$ cat src/hw/rtl/rtt_estimator_rto_assert.svh
// Assertion macros shared by the RTT estimator RTL.
// Needs a clock named aclk and an active-low reset named aresetn in scope.
`ifndef RTT_ESTIMATOR_RTO_ASSERT_SVH
`define RTT_ESTIMATOR_RTO_ASSERT_SVH

// Same-cycle implication, checked outside reset.
`define RTO_ASSERT_NOW(label, ante, cons) \
    label: assert property (@(posedge aclk) disable iff (!aresetn) (ante) |-> (cons)) \
        else $error("rtt estimator: same-cycle check failed");

// Next-cycle implication, checked outside reset.
`define RTO_ASSERT_NEXT(label, ante, cons) \
    label: assert property (@(posedge aclk) disable iff (!aresetn) (ante) |=> (cons)) \
        else $error("rtt estimator: next-cycle check failed");

`endif

$ cat src/hw/rtl/rtt_rto_pkg.sv
// Package for the RTT estimator: widths, register indexes and word types.
// Depends on nothing; used by rtt_estimator_rto.
`timescale 1ns / 1ps

package rtt_rto_pkg;

    localparam int FRAC_BITS = 8;
    localparam int TIME_BITS = 16;
    localparam int REG_W     = 16;

    // Smoothed values: integer part of TIME_BITS, fraction of FRAC_BITS.
    localparam int STATE_W   = TIME_BITS + FRAC_BITS;
    // srtt + 4 * rttvar + rounding needs three more bits.
    localparam int SUM_W     = STATE_W + 3;
    localparam int RTO_W     = SUM_W - FRAC_BITS;
    localparam int RTO_CMP_W = (RTO_W > REG_W) ? RTO_W : REG_W;
    localparam int SMP_CMP_W = (TIME_BITS > REG_W) ? TIME_BITS : REG_W;

    localparam int CFG_IDX_W = 3;

    localparam logic [CFG_IDX_W-1:0] REG_MIN_TIMEOUT   = CFG_IDX_W'(0);
    localparam logic [CFG_IDX_W-1:0] REG_MAX_TIMEOUT   = CFG_IDX_W'(1);
    localparam logic [CFG_IDX_W-1:0] REG_SAMPLE_LIMIT  = CFG_IDX_W'(2);
    localparam logic [CFG_IDX_W-1:0] REG_INITIAL_SRTT  = CFG_IDX_W'(3);
    localparam logic [CFG_IDX_W-1:0] REG_INITIAL_RTTVAR = CFG_IDX_W'(4);

    localparam logic [REG_W-1:0] RST_MIN_TIMEOUT    = REG_W'(50);
    localparam logic [REG_W-1:0] RST_MAX_TIMEOUT    = REG_W'(1000);
    localparam logic [REG_W-1:0] RST_SAMPLE_LIMIT   = REG_W'(5000);
    localparam logic [REG_W-1:0] RST_INITIAL_SRTT   = REG_W'(1000);
    localparam logic [REG_W-1:0] RST_INITIAL_RTTVAR = REG_W'(500);

    typedef struct packed {
        logic [15:0] now_ms;
        logic [15:0] echo_ms;
        logic        echo_valid;
    } rto_in_t;

    typedef struct packed {
        logic [15:0] timeout_ms;
        logic [15:0] srtt_ms;
        logic        sample_taken;
    } rto_out_t;

endpackage

$ cat src/hw/rtl/rtt_estimator_rto.sv
// RTT estimator with retransmit timeout, three-stage pipeline.
// Each word passes through the input register, the estimate stage and the result register.
// Throughput: one word per cycle while the output is not stalled; the only loop is the SRTT/RTTVAR update.
// Reset (aresetn, synchronous, active low) empties the pipeline, loads the
// register defaults and puts the estimate back to its initial values.
// Depends on rtt_rto_pkg and rtt_estimator_rto_assert.svh.
`timescale 1ns / 1ps

module rtt_estimator_rto (
    input  logic                                aclk,
    input  logic                                aresetn,
    input  logic                                s_valid,
    output logic                                s_ready,
    input  rtt_rto_pkg::rto_in_t                s_data,
    output logic                                m_valid,
    input  logic                                m_ready,
    output rtt_rto_pkg::rto_out_t               m_data,
    input  logic                                cfg_we,
    input  logic [rtt_rto_pkg::CFG_IDX_W-1:0]   cfg_index,
    input  logic [rtt_rto_pkg::REG_W-1:0]       cfg_wdata
);
    import rtt_rto_pkg::*;

    // The pipeline has three stages: an input register, a stage that holds
    // the updated estimate, and the result register. Each stage moves on when
    // the stage after it is empty or is moving on itself, so the block can still
    // take words while a finished result waits at the output, until the stages fill.

    // Configuration registers. The initial values are not stored: they only
    // ever load the live estimate, and a reset restores their defaults.
    logic [REG_W-1:0] min_timeout_reg;
    logic [REG_W-1:0] max_timeout_reg;
    logic [REG_W-1:0] sample_limit_reg;

    // Estimator state.
    logic [STATE_W-1:0] srtt_reg;
    logic [STATE_W-1:0] rttvar_reg;
    logic               have_sample_reg;
    logic [STATE_W-1:0] srtt_next;
    logic [STATE_W-1:0] rttvar_next;

    // Stage registers.
    logic               in_valid_reg;
    rto_in_t            in_data_reg;
    logic               mid_valid_reg;
    logic [STATE_W-1:0] mid_srtt_reg;
    logic [STATE_W-1:0] mid_rttvar_reg;
    logic               mid_taken_reg;
    logic               out_valid_reg;
    rto_out_t           out_data_reg;

    logic out_free;
    logic mid_free;
    logic in_free;
    logic in_advance;

    assign out_free   = !out_valid_reg || m_ready;
    assign mid_free   = !mid_valid_reg || out_free;
    assign in_free    = !in_valid_reg || mid_free;
    assign in_advance = in_valid_reg && mid_free;

    assign s_ready = in_free;
    assign m_valid = out_valid_reg;
    assign m_data  = out_data_reg;

    // Configuration writes. Writes to the initial values are handled with the
    // estimate below; they load it as long as no sample has been taken yet.
    always_ff @(posedge aclk) begin
        if (!aresetn) begin
            min_timeout_reg    <= RST_MIN_TIMEOUT;
            max_timeout_reg    <= RST_MAX_TIMEOUT;
            sample_limit_reg   <= RST_SAMPLE_LIMIT;
        end else if (cfg_we) begin
            unique case (cfg_index)
                REG_MIN_TIMEOUT:    min_timeout_reg    <= cfg_wdata;
                REG_MAX_TIMEOUT:    max_timeout_reg    <= cfg_wdata;
                REG_SAMPLE_LIMIT:   sample_limit_reg   <= cfg_wdata;
                default: ;
            endcase
        end
    end

    // Round-trip sample: wrapping difference of the current time and the echo.
    logic [TIME_BITS-1:0] sample;
    logic [STATE_W-1:0]   sample_fx;
    logic                 sample_ok;
    logic [STATE_W-1:0]   abs_diff;
    logic [STATE_W+1:0]   rttvar_sum;
    logic [STATE_W+2:0]   srtt_sum;

    assign sample    = TIME_BITS'(in_data_reg.now_ms) - TIME_BITS'(in_data_reg.echo_ms);
    assign sample_fx = {sample, {FRAC_BITS{1'b0}}};
    assign sample_ok = in_data_reg.echo_valid &&
                       (SMP_CMP_W'(sample) < SMP_CMP_W'(sample_limit_reg));

    // Gain 1/4 on the variance (against the old SRTT), gain 1/8 on SRTT.
    // Both are weighted means of in-range values, so the shifted sums fit.
    assign abs_diff   = (srtt_reg >= sample_fx) ? (srtt_reg - sample_fx)
                                                : (sample_fx - srtt_reg);
    assign rttvar_sum = {rttvar_reg, 1'b0} + (STATE_W+2)'(rttvar_reg)
                      + (STATE_W+2)'(abs_diff);
    assign srtt_sum   = {srtt_reg, 3'b000} - (STATE_W+3)'(srtt_reg)
                      + (STATE_W+3)'(sample_fx);

    always_comb begin
        srtt_next   = srtt_reg;
        rttvar_next = rttvar_reg;
        if (sample_ok) begin
            if (!have_sample_reg) begin
                // First sample seeds SRTT with the sample and RTTVAR with half of it.
                srtt_next   = sample_fx;
                rttvar_next = sample_fx >> 1;
            end else begin
                srtt_next   = srtt_sum[STATE_W+2:3];
                rttvar_next = rttvar_sum[STATE_W+1:2];
            end
        end
    end

    // Estimator state. Configuration writes must arrive only while the pipeline is
    // idle, so they never collide with an update; the block does not enforce this.
    always_ff @(posedge aclk) begin
        if (!aresetn) begin
            srtt_reg        <= STATE_W'(RST_INITIAL_SRTT) << FRAC_BITS;
            rttvar_reg      <= STATE_W'(RST_INITIAL_RTTVAR) << FRAC_BITS;
            have_sample_reg <= 1'b0;
        end else if (cfg_we && !have_sample_reg && (cfg_index == REG_INITIAL_SRTT)) begin
            srtt_reg <= STATE_W'(cfg_wdata) << FRAC_BITS;
        end else if (cfg_we && !have_sample_reg && (cfg_index == REG_INITIAL_RTTVAR)) begin
            rttvar_reg <= STATE_W'(cfg_wdata) << FRAC_BITS;
        end else if (in_advance) begin
            srtt_reg   <= srtt_next;
            rttvar_reg <= rttvar_next;
            if (sample_ok) begin
                have_sample_reg <= 1'b1;
            end
        end
    end

    // Stage 1: input register.
    always_ff @(posedge aclk) begin
        if (!aresetn) begin
            in_valid_reg <= 1'b0;
        end else if (in_free) begin
            in_valid_reg <= s_valid;
        end
    end

    always_ff @(posedge aclk) begin
        if (in_free && s_valid) begin
            in_data_reg <= s_data;
        end
    end

    // Stage 2: snapshot of the estimate as this word left it.
    always_ff @(posedge aclk) begin
        if (!aresetn) begin
            mid_valid_reg <= 1'b0;
        end else if (mid_free) begin
            mid_valid_reg <= in_valid_reg;
        end
    end

    always_ff @(posedge aclk) begin
        if (in_advance) begin
            mid_srtt_reg   <= srtt_next;
            mid_rttvar_reg <= rttvar_next;
            mid_taken_reg  <= sample_ok;
        end
    end

    // Stage 3: timeout = ceil(SRTT + 4 * RTTVAR), then clamped. The minimum is
    // checked first, so with crossed limits the maximum wins unless the value is below the minimum.
    logic [SUM_W-1:0]     rto_sum;
    logic [RTO_CMP_W-1:0] rto_raw;
    logic [REG_W-1:0]     rto_clamped;

    assign rto_sum = SUM_W'(mid_srtt_reg) + (SUM_W'(mid_rttvar_reg) << 2)
                   + SUM_W'({FRAC_BITS{1'b1}});
    assign rto_raw = RTO_CMP_W'(rto_sum[SUM_W-1:FRAC_BITS]);

    always_comb begin
        if (rto_raw < RTO_CMP_W'(min_timeout_reg)) begin
            rto_clamped = min_timeout_reg;
        end else if (rto_raw > RTO_CMP_W'(max_timeout_reg)) begin
            rto_clamped = max_timeout_reg;
        end else begin
            rto_clamped = REG_W'(rto_raw);
        end
    end

    always_ff @(posedge aclk) begin
        if (!aresetn) begin
            out_valid_reg <= 1'b0;
        end else if (out_free) begin
            out_valid_reg <= mid_valid_reg;
        end
    end

    always_ff @(posedge aclk) begin
        if (out_free && mid_valid_reg) begin
            out_data_reg.timeout_ms   <= rto_clamped;
            out_data_reg.srtt_ms      <= 16'(mid_srtt_reg[STATE_W-1:FRAC_BITS]);
            out_data_reg.sample_taken <= mid_taken_reg;
        end
    end

`include "rtt_estimator_rto_assert.svh"

    // A word that cannot move on stays in the input register.
    `RTO_ASSERT_NEXT(a_in_hold, in_valid_reg && !mid_free, in_valid_reg)
    // A taken sample in flight means the estimate has left its initial values.
    `RTO_ASSERT_NOW(a_mid_taken, mid_valid_reg && mid_taken_reg, have_sample_reg)
    `RTO_ASSERT_NOW(a_out_taken, out_valid_reg && out_data_reg.sample_taken, have_sample_reg)
    // Without a moving word or a write, the estimate stays put.
    `RTO_ASSERT_NEXT(a_state_idle, !in_advance && !cfg_we, $stable(srtt_reg) && $stable(rttvar_reg))

endmodule

$ cat config.mk
export PLATFORM = sky130hd
export DESIGN_NAME = rtt_estimator_rto
export DESIGN_NICKNAME = d
export VERILOG_FILES = /design/src/hw/rtl/rtt_rto_pkg.sv /design/src/hw/rtl/rtt_estimator_rto.sv
export VERILOG_INCLUDE_DIRS = /design/src /design/src/hw/rtl
export SDC_FILE = /design/constraint.sdc
export NUM_CORES = 1
export LEC_CHECK = 0
export BUFFER_PORTS_ARGS = -buffer_cell sky130_fd_sc_hd__buf_4
export CAP_MARGIN = 15
export CORE_UTILIZATION = 29
export CTS_BUF_LIST = sky130_fd_sc_hd__clkbuf_4
export CTS_CLUSTER_SIZE = 10
export DETAILED_ROUTE_END_ITERATION = 6
export GPL_TIMING_DRIVEN = 1
export PLACE_DENSITY = 0.46
export SLEW_MARGIN = 10
export SYNTH_ARGS = -nofsm -noshare
export SYNTH_HDL_FRONTEND = slang
export SYNTH_SLANG_ARGS = --single-unit
$ cat constraint.sdc
create_clock -name aclk -period 13.35 [get_ports aclk]
set_input_delay 3.3375 -clock aclk [delete_from_list [all_inputs] [get_ports aclk]]
set_output_delay 3.3375 -clock aclk [all_outputs]
set_load 0.02 [all_outputs]
# Yosys cells after proc, flatten, opt, wreduce, memory -nomap -nowiden
# Index checks and enable logic that the tools add are counted.
[word_totals]
regBits = 215
elab_cells = 77
[classes]
muxes = 12
n_eq_ne = 5
reduce_logical = 25
magnitude_cmp = 4
addsub = 9
bitwise_logic = 3
[ops]
columns = ["op", "count"]
rows = [
  ["24-bit 2-to-1 mux", 10],
  ["24-bit subtractor", 2],
  ["16-bit 2-to-1 mux", 2],
  ["24-bit by 26-bit adder with 27-bit output", 1],
  ["27-bit by 24-bit adder with 27-bit output", 1],
  ["27-bit by 8-bit adder with 27-bit output (second input constant)", 1],
  ["27-bit by 24-bit subtractor with 27-bit output", 1],
  ["25-bit by 24-bit adder with 26-bit output", 1],
  ["26-bit by 24-bit adder with 26-bit output", 1],
  ["24-bit >= comparator", 1],
  ["19-bit by 16-bit greater-than comparator with 1-bit output", 1],
  ["19-bit by 16-bit less-than comparator with 1-bit output", 1],
  ["16-bit less-than comparator", 1],
  ["16-bit subtractor", 1],
  ["2-bit AND reduction", 6],
  ["1-bit logical AND", 7],
  ["3-bit by 2-bit equality test with 1-bit output (second input constant)", 2],
  ["1-bit logical NOT", 4],
  ["4-bit AND reduction", 1],
  ["2-bit nonzero test", 2],
  ["3-bit by 1-bit equality test with 1-bit output (second input constant)", 1],
  ["3-bit equality test (second input constant)", 1],
  ["3-bit logical NOT", 1],
  ["1-bit logical OR", 3],
  ["other kinds (3)", 5],
]

# Depth between registers and ports, before layout
# Gate-level depths: netlist of run 1.
[logic_depth]
depth_word = 8
depth_mapped = 34

# Least setup slack after synthesis of run 1
# OpenSTA, ideal clock, no wires.
[synth_path]
path_type = "reg2reg"
from = "register in_data_reg[18] (netlist name)"
to = "register mid_rttvar_reg[12], data pin"
arrival_time_ps = 6939
setup_time_ps = 262
slack_ps = 6149
required_ps = 13088
stages_incl_launch_ff = 29
path_cell_list = "edfxtp_1 -> ha_1 -> nor2b_1 -> o31a_1 -> o41ai_2 -> a21oi_1 -> a21o_1 -> a21oi_1 -> xor2_1 -> inv_1 -> ha_1 -> a21o_1 -> a21o_1 -> a21oi_1 -> and3_1 -> a22o_1 -> clkbuf_1 -> nand2_1 -> o21ai_0 -> fa_1 -> ha_1 -> a41o_1 -> a2111oi_0 -> o32ai_1 -> o41ai_1 -> o21ai_0 -> xor2_1 -> a21o_1 -> mux2_1"
[synth_via]
elab_chain_len = 6
[synth_lines]
columns = ["item", "line", "text"]
rows = [
  ["start, declared", "rtt_estimator_rto.sv:44", "rto_in_t in_data_reg;"],
  ["start signal, assigned", "rtt_estimator_rto.sv:151", "in_data_reg <= s_data;"],
  ["16-bit subtractor *", "rtt_estimator_rto.sv:91", "assign sample = TIME_BITS'(in_data_reg.now_ms) - TIME_BITS'(in_data_reg.echo_ms);"],
  ["24-bit subtractor (tied with other cells)", "rtt_estimator_rto.sv:99", ": (sample_fx - srtt_reg);"],
  ["24-bit 2-to-1 mux", "rtt_estimator_rto.sv:98", "assign abs_diff = (srtt_reg >= sample_fx) ? (srtt_reg - sample_fx)"],
  ["26-bit by 24-bit adder with 26-bit output", "rtt_estimator_rto.sv:101", "+ (STATE_W+2)'(abs_diff);"],
  ["24-bit 2-to-1 mux", "rtt_estimator_rto.sv:109", "if (!have_sample_reg) begin"],
  ["24-bit 2-to-1 mux *", "rtt_estimator_rto.sv:108", "if (sample_ok) begin"],
  ["via rttvar_next[12]", "rtt_estimator_rto.sv:40", "logic [STATE_W-1:0] rttvar_next;"],
  ["end signal, assigned", "rtt_estimator_rto.sv:167", "mid_rttvar_reg <= rttvar_next;"],
  ["end, declared", "rtt_estimator_rto.sv:47", "logic [STATE_W-1:0] mid_rttvar_reg;"],
]
# The timed path passes the listed nets; every way through them passes the cells marked *.
# A chain may end at the register's enable or synchronous reset.

# Final worst setup path of run 1
[layout_path]
from = "register in_data_reg[18] (netlist name)"
to = "register rttvar_reg[18]"
[layout_via]
elab_chain_len = 8
[layout_lines]
columns = ["item", "line", "text"]
rows = [
  ["16-bit subtractor *", "rtt_estimator_rto.sv:91", ""],
  ["24-bit subtractor (tied with other cells)", "rtt_estimator_rto.sv:99", ""],
  ["24-bit 2-to-1 mux", "rtt_estimator_rto.sv:98", ""],
  ["26-bit by 24-bit adder with 26-bit output", "rtt_estimator_rto.sv:101", ""],
  ["24-bit 2-to-1 mux", "rtt_estimator_rto.sv:109", ""],
  ["24-bit 2-to-1 mux *", "rtt_estimator_rto.sv:108", ""],
  ["24-bit 2-to-1 mux *", "rtt_estimator_rto.sv:131", "end else if (in_advance) begin"],
  ["24-bit 2-to-1 mux *", "rtt_estimator_rto.sv:129", "end else if (cfg_we && !have_sample_reg && (cfg_index == REG_INITIAL_RTTVAR)) begin"],
  ["end signal, assigned", "rtt_estimator_rto.sv:125", "rttvar_reg <= STATE_W'(RST_INITIAL_RTTVAR) << FRAC_BITS;"],
  ["end signal, assigned", "rtt_estimator_rto.sv:130", "rttvar_reg <= STATE_W'(cfg_wdata) << FRAC_BITS;"],
  ["end signal, assigned", "rtt_estimator_rto.sv:133", "rttvar_reg <= rttvar_next;"],
  ["end, declared", "rtt_estimator_rto.sv:37", "logic [STATE_W-1:0] rttvar_reg;"],
]
# Mark *: on every way between the ends. The rest lies on a longest branch, timed or not. The select of a mux whose other input is x is not followed.

==> impl_results.md, run 1 <==
* Post-synthesis instance total at 1839
* Slowest stage delay, CP at 0.78 ns
* GP Congestion at 0.896
* Proportion of layout cells with a drive suffix above 1 at 0.132
* Worst slew pin tran at 1.20 ns
* CTS hold repair buffers at 0
* Post-CTS Resized at 0
* P per Cell Area at 175 nW/um2
* Via/cell ratio at 5.12
* I/O Buffers at 91
* Final hold violation count at 0
* WHS Path Cells at 0
* Via count at 14200
* Die H at 242 um
* Most used cell, CP: a21oi_1
* CP Depth at 27
* Area Overhead vs Synth at 14.8%
* Tcrit/Tclk final at 0.681
* Reg2reg path depth at 27
* Status: complete, no violations
* Highest-count cells in the layout ignoring fill and taps: 219 x nand2_1, 184 x ha_1, 177 x inv_1
* Max cap viols at 0
* Post-CTS Setup Inserts at 0
* Final setup violation count at 0
* H-tree Lvls at 3
* Peak VDD IR at 67.6 uV
* Largest net degree at the start of global routing at 58
* CP startpoint kind: register
* Post-route ant nets at 0
* CTS root buffer: clkbuf_4
* Cell Area, Placed at 18200 um2
* Later-pin clock latency in the skew report at 0.83 ns
* Crit path DAT at 9.73 ns
* GR Overflow Total at 0
* Clock slew at reported path FFs at 0.06 ns
* Layout Nets at 2241
* Unique masters post-synth at 88
* Min Hold Slack at 0.426 ns
* Final Power at 3.35 mW
* Sum Neg Setup Slack at 0 ns
* Crit-path slowest cell: a22o_1
* Fin area at 19100 um2
* Critical path class: reg2reg
* Clock sinks at 215
* Syn nets at 2122
* Synth Area per Inst at 9.06 um2
* FF-to-FF setup slack at 4.26 ns
* Die Area at 58400 um2
* Unrepaired setup endpoints after global routing: false
* Worst setup EP type: register
* Drt wl/cell at 19.7 um
* Crit path max fanout at 23
* Longest Clk Path Bufs at 3
* Register area share after synthesis at 0.328
* EDFF count, synth at 115
* Critical Path RT at 13.99 ns
* # DRC at 0
* Initial antenna violation count at 2
* Peak Freq at 110 MHz
* Slew HR at 0.188
* Leakage at 8.00 nW
* Cell row count at 87
* Mapped Area at 16700 um2
* Initial Util at 0.294
* Chip width at 242 um
* CTS tree: built
* Family with the most delay on the worst path: compound AO/OA/AOI/OAI gates
* Hold crit path type: reg2reg
* Total Routing Usage GR at 0.187
* Post-synth ARST share at 0
* Vias in the first global route at 14004
* Worst Path Buf+Inv at 1
* DRT Wirelength at 54.5 mm
* Ys Warns at 0
* Core ar. at 56600 um2
* Setup Skew at 0.0775 ns
* Top_reg_cell synth: edfxtp_1
* Post-DP HPWL at 41.7 mm
* First-pass DRT Iterations at 7
* First-pass GRT wire length at 83.1 mm
* IO Count at 92
* Total CTS buffers at 66
* #FFs+latches synth at 215
* Initial drt markers at 1009
* Most common cell after layout, fill and taps aside: nand2_1
* Final min period at 9.09 ns
* Final Max Slew Viols at 0
[synth_stat cells (all sizes together) (11+ instances only)]
cell type	number	share of area
inv	180	0.041
fa	42	0.050
mux2i	30	0.018
mux2	21	0.016
xnor2	50	0.027
a21oi	138	0.041
edfxtp	115	0.21
a21o	48	0.022
dfxtp	100	0.12
nand4	15	0.0056
o21ai	105	0.032
and2	13	0.0049
o21bai	11	0.0050
a31oi	16	0.0060
o211ai	33	0.015
a221o	11	0.0066
nor2b	17	0.0064
nor2	96	0.022
and3	15	0.0056
nand2	220	0.050
clkbuf	47	0.011
o21a	24	0.011
ha	184	0.14
nand3	50	0.015
nor3	26	0.0078
a211oi	21	0.010
buf	13	0.0044
xor2	28	0.015
nand2b	16	0.0060
[routing by layer]
| metal | vias to the layer above | track usage | part of all wire |
|---|---|---|---|
| met5 | - | 0 | 0 |
| met4 | 0 | 0.0659 | 0.031 |
| met3 | 94 | 0.0378 | 0.053 |
| met2 | 381 | 0.301 | 0.46 |
| met1 | 6773 | 0.247 | 0.46 |
| li1 | 6952 | - | - |
[final timing paths]
check / start / end
setup / recovery: in_data_reg[18] / rttvar_reg[18]
hold / removal: mid_taken_reg / m_data[0]
setup reg to reg: in_data_reg[18] / rttvar_reg[18]
hold reg to reg: mid_taken_reg / m_data[0]
[cells by family after synthesis]
kind of cell | after synthesis | share of synthesized area
compound gates | 525 | 0.212
flops | 215 | 0.328
fa+ha+maj | 226 | 0.189
buf+inv | 240 | 0.0556
xor+xnor | 79 | 0.0428
mux | 51 | 0.0336
simple gates | 503 | 0.140
[cell type report]
type	instances	area [um2]
Multi-Input combinational cell	1384	10300
Timing Repair Buffer	111	833
Antenna cell	8	20.0
Clock inverter	23	158
Inverter	180	676
Sequential cell	215	5460
Clock buffer	94	706
Tap cell	756	946
Fill cell	5956	37500
[report_power, final]
part | switching (mW) | internal, mW
logic | 1.14 | 0.737
registers | 0.0313 | 0.753
clock network | 0.320 | 0.365
[per-stage QoR]
| step | setup WS (ns) | std cells | utilization |
|---|---|---|---|
| after global placement | 4.34 | 2646 | 0.322 |
| after floorplan | 6.15 | 1839 | - |
| after CTS | 4.37 | 2763 | 0.337 |
| final | 4.26 | 2771 | 0.338 |
| after detailed placement | 4.37 | 2646 | 0.322 |
| after global routing | 3.76 | 2771 | 0.338 |
[worst reg2reg max path, delay by kind of cell (launching register included)]
kind	cells	cell delay (ns)
xor+xnor	1	0.48
fa+ha+maj	4	1.48
buf+inv	1	0.18
compound gates	19	6.05
flops	1	0.41
simple gates	2	0.36
(Power assumes the default switching activity.)
==> run 2: changes to the inputs <==
Settings changed: ABC_AREA from default to 1, PLACE_DENSITY 0.46 to 0.47.
Clock period 13.35 ns to 8.05 ns, I/O delays scaled along.
==> impl_results.md, run 2 <==
* Initial drt markers at 844 (-16%)
* Clock sinks at 215 (unchanged)
* Initial Util at 0.295 (+0.00121)
* Post-CTS Resized at 0 (unchanged)
* Final Max Slew Viols at 0 (unchanged)
* Synth area leaders: edfxtp_1 19%, ha_1 13%, nand2_1 12%
* First-pass GRT wire length at 104 mm (+25%)
* GR Overflow Total at 0 (unchanged)
* Core ar. at 60700 um2 (+7.2%)
* Top-area cell type share of the netlist area at 0.193 (-0.0148)
* # DRC at 0 (unchanged)
* Critical Path RT at 8.70 ns (-5.29 ns)
* CP startpoint kind: register
* Post-DP HPWL at 56.6 mm (+36%)
* Die Area at 62800 um2 (+7.6%)
* GR Layer Usage met3 at 0.0243 (-0.0135)
* Max cap viols at 0 (unchanged)
* Min Hold Slack at 0.422 ns (-0.00414 ns)
* Tcrit/Tclk final at 0.929 (+0.249)
* Clock slew at reported path FFs at 0.06 ns (about the same)
* Longest Clk Path Bufs at 3 (unchanged)
* Ys Warns at 0 (unchanged)
* Leakage at 9.64 nW (+20%)
* #FFs+latches synth at 215 (unchanged)
* Total CTS buffers at 61 (-7.6%)
* Synth Area per Inst at 7.33 um2 (-19%)
* GP Congestion at 0.946 (+5.6%)
* Die H at 251 um (+3.7%)
* Post-synthesis instance total at 2445 (+33%)
* Mapped Area at 17900 um2 (+7.7%)
* Unrepaired setup endpoints after global routing: false
* Final setup violation count at 0 (unchanged)
* Area leader, netlist: edfxtp_1
* Worst slew pin tran at 1.10 ns (-0.107 ns)
* Post-route ant nets at 0 (unchanged)
* Area Overhead vs Synth at 12.9%
* Drt wl/cell at 20.5 um (+4.2%)
* Top_reg_cell synth: edfxtp_1
* Final hold violation count at 0 (unchanged)
* Hold crit path type: reg2reg
* Crit-path slowest cell: o21ai_0
* Critical path class: reg2reg
* Cell row count at 90 (+3.4%)
* Most used cell, CP: nand2_1
* DRT Wirelength at 69.4 mm (+27%)
* Highest-count cells in the layout ignoring fill and taps: 595 x nand2_1, 327 x inv_1, 229 x a21oi_1
* Largest net degree at the start of global routing at 53 (-8.6%)
* Worst setup EP type: register
* P per Cell Area at 254 nW/um2 (+45%)
* Grt met1 use at 0.293 (+0.0461)
* Slowest stage delay, CP at 0.69 ns (-0.09 ns)
* WHS Path Cells at 0 (unchanged)
* Most common cell in the synthesized netlist: nand2_1
* Initial antenna violation count at 1 (-1)
* Sum Neg Setup Slack at 0 ns (unchanged)
* Reg2reg path depth at 32 (+19%)
* Chip width at 251 um (+3.7%)
* Total Routing Usage GR at 0.221 (+0.0339)
* Register area share after synthesis at 0.304 (-0.0233)
* Post-synth ARST share at 0 (unchanged)
* Later-pin clock latency in the skew report at 0.81 ns (-0.02 ns)
* Crit path DAT at 8.14 ns (-1.59 ns)
* Crit path max fanout at 22 (-4.3%)
* Vias in the first global route at 16753 (+20%)
* Proportion of layout cells with a drive suffix above 1 at 0.101 (-0.0313)
* Post-CTS Setup Inserts at 0 (unchanged)
* Final min period at 7.48 ns (-1.61 ns)
* H-tree Lvls at 2 (-1)
* Final Power at 5.14 mW (+53%)
* IO Count at 92 (unchanged)
* CTS root buffer: clkbuf_4
* Unique masters post-synth at 51 (-42%)
* Most common cell after layout, fill and taps aside: nand2_1
* Commonest cells in the netlist: 595 x nand2_1, 328 x inv_1, 230 x a21oi_1
* Most Used Layer, Global Route: met2
* Status: complete, no violations
* I/O Buffers at 91 (unchanged)
* CTS hold repair buffers at 0 (unchanged)
* Via count at 16940 (+19%)
* Layout Nets at 2837 (+27%)
* Peak VDD IR at 106 uV (+57%)
* Via/cell ratio at 5.01 (-2.3%)
* CTS tree: built
* Syn nets at 2728 (+29%)
* Peak Freq at 134 MHz (+21%)
* Slew HR at 0.263 (+0.0757)
* First-pass DRT Iterations at 5 (-2)
* Setup Skew at 0.0603 ns (-0.0172 ns)
* Global Route met2 Usage at 0.374 (+0.0728)
* EDFF count, synth at 115 (unchanged)
-- run 2: cell types whose count changed in the layout (fill, tap and decap cells not counted), moves of 31 or more --
cell     before  now
o21ai_0      95  138
xnor2_1      49   18
a21oi_1     138  229
inv_1       177  327
a21o_1       48   11
nor2_1       94  154
nand2_1     219  595
nand3_1      49  177
-- run 2: cell type report --
class | count | area [um2]
clock inverters | 20 | 114
clock buffers | 89 | 668
multi-input cells | 1829 | 10900
flip-flops and latches | 215 | 5460
repair buffers | 111 | 841
fillers | 6557 | 40400
well taps | 782 | 978
diodes | 1 | 2.50
inverters | 336 | 1260
-- run 2: power by group --
group	switching (mW)	internal, mW
sequential	0.0542	1.23
clock	0.499	0.538
combinational	1.91	0.909
-- run 2: routing by layer --
layer	vias to the layer above	wire length, um
met5	-	0
met4	0	1850
met3	80	2880
met2	379	32700
met1	8035	31900
li1	8446	-
-- run 2: logic make-up (layout without fill, tap and decap cells) --
| logic type | Yosys count | in the layout | synth area share |
|---|---|---|---|
| buffers and inverters | 401 | 556 | 0.0872 |
| xor gates and xnor gates | 61 | 61 | 0.0298 |
| and+or+nand+nor | 1038 | 1038 | 0.246 |
| adders and majority gates | 226 | 226 | 0.175 |
| AOI/OAI and AO/OA | 504 | 504 | 0.157 |
| DFF | 215 | 215 | 0.304 |
| other | 0 | 1 | 0 |
-- run 2: critical path: cells and delay by family, from the launching register on --
| family | cells | cell delay (ns) |
|---|---|---|
| adder cells (fa/ha/maj) | 5 | 1.98 |
| AO/OA/AOI/OAI | 6 | 1.81 |
| AND/OR/NAND/NOR | 13 | 1.65 |
| buffers and inverters | 6 | 0.78 |
| XOR/XNOR | 2 | 0.75 |
| flip-flops | 1 | 0.36 |
-- run 2: worst paths after layout --
path	slack, ns	startpoint	endpoint
worst max-delay path	0.57	in_data_reg[17]	rttvar_reg[14]
worst min-delay path	0.42	mid_taken_reg	m_data[0]
worst max register to register	0.57	in_data_reg[17]	rttvar_reg[14]
worst min register to register	0.42	mid_taken_reg	m_data[0]
-- run 2: metrics by stage --
stage,instances,util,setup WS (ns),cell area (um2)
after floorplan,2445,-,2.46,17900
after global placement,3272,0.320,0.593,19400
after detailed placement,3272,0.320,0.537,19400
after CTS,3381,0.333,0.522,20200
after global routing,3383,0.334,0.0418,20200
final,3383,0.334,0.568,20200
==> run 3: changes to the inputs <==
Settings changed: CORE_MARGIN from default to 2.
==> impl_results.md, run 3 (synthesized netlist as in run 2, its figures left out) <==
* CTS tree: built
* Post-route ant nets at 0 (unchanged)
* Clock sinks at 215 (unchanged)
* Initial drt markers at 915 (+8.4%)
* Sum Neg Setup Slack at 0 ns (unchanged)
* Hold crit path type: reg2reg
* Setup Skew at 0.130 ns (+0.0698 ns)
* Peak VDD IR at 80.0 uV (-25%)
* Worst setup margin at 0.786 ns (+0.218 ns)
* Critical path class: reg2reg
* Fillers at 6662 (+1.6%)
* # DRC at 0 (unchanged)
* Drt wl/cell at 21.0 um (+2.5%)
* Cell Area, Placed at 19500 um2 (+0.45%)
* Vias in the first global route at 17152 (+2.4%)
* Final Max Slew Viols at 0 (unchanged)
* Max cap viols at 0 (unchanged)
* Proportion of layout cells with a drive suffix above 1 at 0.112 (+0.0108)
* Final min period at 7.26 ns (-0.218 ns)
* Leakage at 9.77 nW (+1.4%)
* Clock slew at reported path FFs at 0.06 ns (about the same)
* Most used cell, CP: nand2_1
* Initial antenna violation count at 3 (+2)
* Chip width at 253 um (+0.80%)
* Via count at 17140 (+1.2%)
* Slew HR at 0.314 (+0.0512)
* Highest-count cells in the layout ignoring fill and taps: 595 x nand2_1, 327 x inv_1, 229 x a21oi_1
* Setup WS pre-CTS at 0.434 ns (-0.103 ns)
* Worst slew pin tran at 1.03 ns (-0.0712 ns)
* Die Area at 63800 um2 (+1.6%)
* CP startpoint kind: register
* Most common cell after layout, fill and taps aside: nand2_1
* Worst setup EP type: register
* First-pass GRT wire length at 107 mm (+2.9%)
* GP Congestion at 0.999 (+5.6%)
* P per Cell Area at 258 nW/um2 (+1.7%)
* IO Count at 92 (unchanged)
* DRT Wirelength at 71.9 mm (+3.7%)
* Cell Count, Final, Fillers Out at 3420 (+1.1%)
* Unrepaired setup endpoints after global routing: false
* Total Routing Usage GR at 0.227 (+0.00590)
* Final setup violation count at 0 (unchanged)
* Total CTS buffers at 68 (+11%)
* GR Overflow Total at 0 (unchanged)
* Post-DP HPWL at 58.9 mm (+4.0%)
* Peak Freq at 138 MHz (+3.0%)
* Critical Path RT at 8.71 ns (about the same)
* Tcrit/Tclk final at 0.902 (-0.0271)
* Die H at 253 um (+0.80%)
* Cell row count at 91 (+1.1%)
* Final core utilization at 0.334 (about the same)
* Later-pin clock latency in the skew report at 0.87 ns (+0.06 ns)
* CTS root buffer: clkbuf_4
* CTS hold repair buffers at 0 (unchanged)
* Crit path DAT at 7.93 ns (-0.21 ns)
* Placed Cells at 3290 (+0.55%)
* Largest net degree at the start of global routing at 53 (unchanged)
* Via/cell ratio at 5.01 (about the same)
* H-tree Lvls at 3 (+1)
* Longest Clk Path Bufs at 3 (unchanged)
* Area Overhead vs Synth at 14.3%
* Crit-path slowest cell: ha_1
* Status: complete, no violations
* First-pass DRT Iterations at 5 (unchanged)
* Layout Nets at 2856 (+0.67%)
* Final hold violation count at 0 (unchanged)
* I/O Buffers at 91 (unchanged)
* Initial Util at 0.292 (-0.00325)
* Slowest stage delay, CP at 0.56 ns (-0.13 ns)
* Core ar. at 61400 um2 (+1.1%)
* Fin area at 20500 um2 (+1.2%)
* Crit path max fanout at 11 (-50%)
==> run 3: worst paths after layout <==
path / from / end / slack (ns) / cells after the start
max: in_data_reg[17] / rttvar_reg[16] / 0.79 / 32
min: mid_taken_reg / m_data[0] / 0.43 / 0
max reg2reg: in_data_reg[17] / rttvar_reg[16] / 0.79 / 32
min reg2reg: mid_taken_reg / m_data[0] / 0.43 / 0
==> run 3: per-layer routing <==
layer | routed length (um) | share of wire | track usage
met1 | 32500 | 0.45 | 0.292
met2 | 34700 | 0.48 | 0.392
met3 | 2880 | 0.040 | 0.0318
met4 | 1800 | 0.025 | 0.0678
met5 | 0 | 0 | 0
==> run 3: final cells by class <==
cell class | instances | area (um2) | area share
sequential | 215 | 5460 | 0.266
inverter | 336 | 1260 | 0.0616
timing repair buffer | 123 | 931 | 0.0454
multi-input combinational | 1829 | 10900 | 0.534
antenna | 4 | 10.0 | 0.000489
clock buffer | 100 | 751 | 0.0366
tap | 790 | 988 | 0.0482
clock inverter | 23 | 146 | 0.00715
==> run 3: worst max-delay path: cells and delay by family (launching register included) <==
kind	cells	cell delay (ns)
XOR/XNOR	2	0.49
flip-flops	1	0.36
buffers and inverters	7	0.84
AO/OA/AOI/OAI	4	1.29
AND/OR/NAND/NOR	14	2.05
adder cells (fa/ha/maj)	5	2.03
==> run 3: repair_timing <==
action,in CTS,in global routing
gates resized for setup,0,3
buffers inserted,0,2
setup endpoints to repair,0,7
endpoints found under the hold margin,0,0
==> run 3: metrics by stage <==
stage	total power, mW	hold WS (ns)
floorplan	3.19	0.400
global route	5.73	0.454
global placement	4.15	0.411
detailed placement	4.13	0.422
finish	5.29	0.432
CTS	5.33	0.438
==> run 3: power by group <==
group | total [mW] | switching [mW] | leakage (nW) | internal (mW)
combinational | 2.84 | 1.91 | 7.32 | 0.929
clock | 1.16 | 0.547 | 0.539 | 0.611
sequential | 1.29 | 0.0572 | 1.91 | 1.23
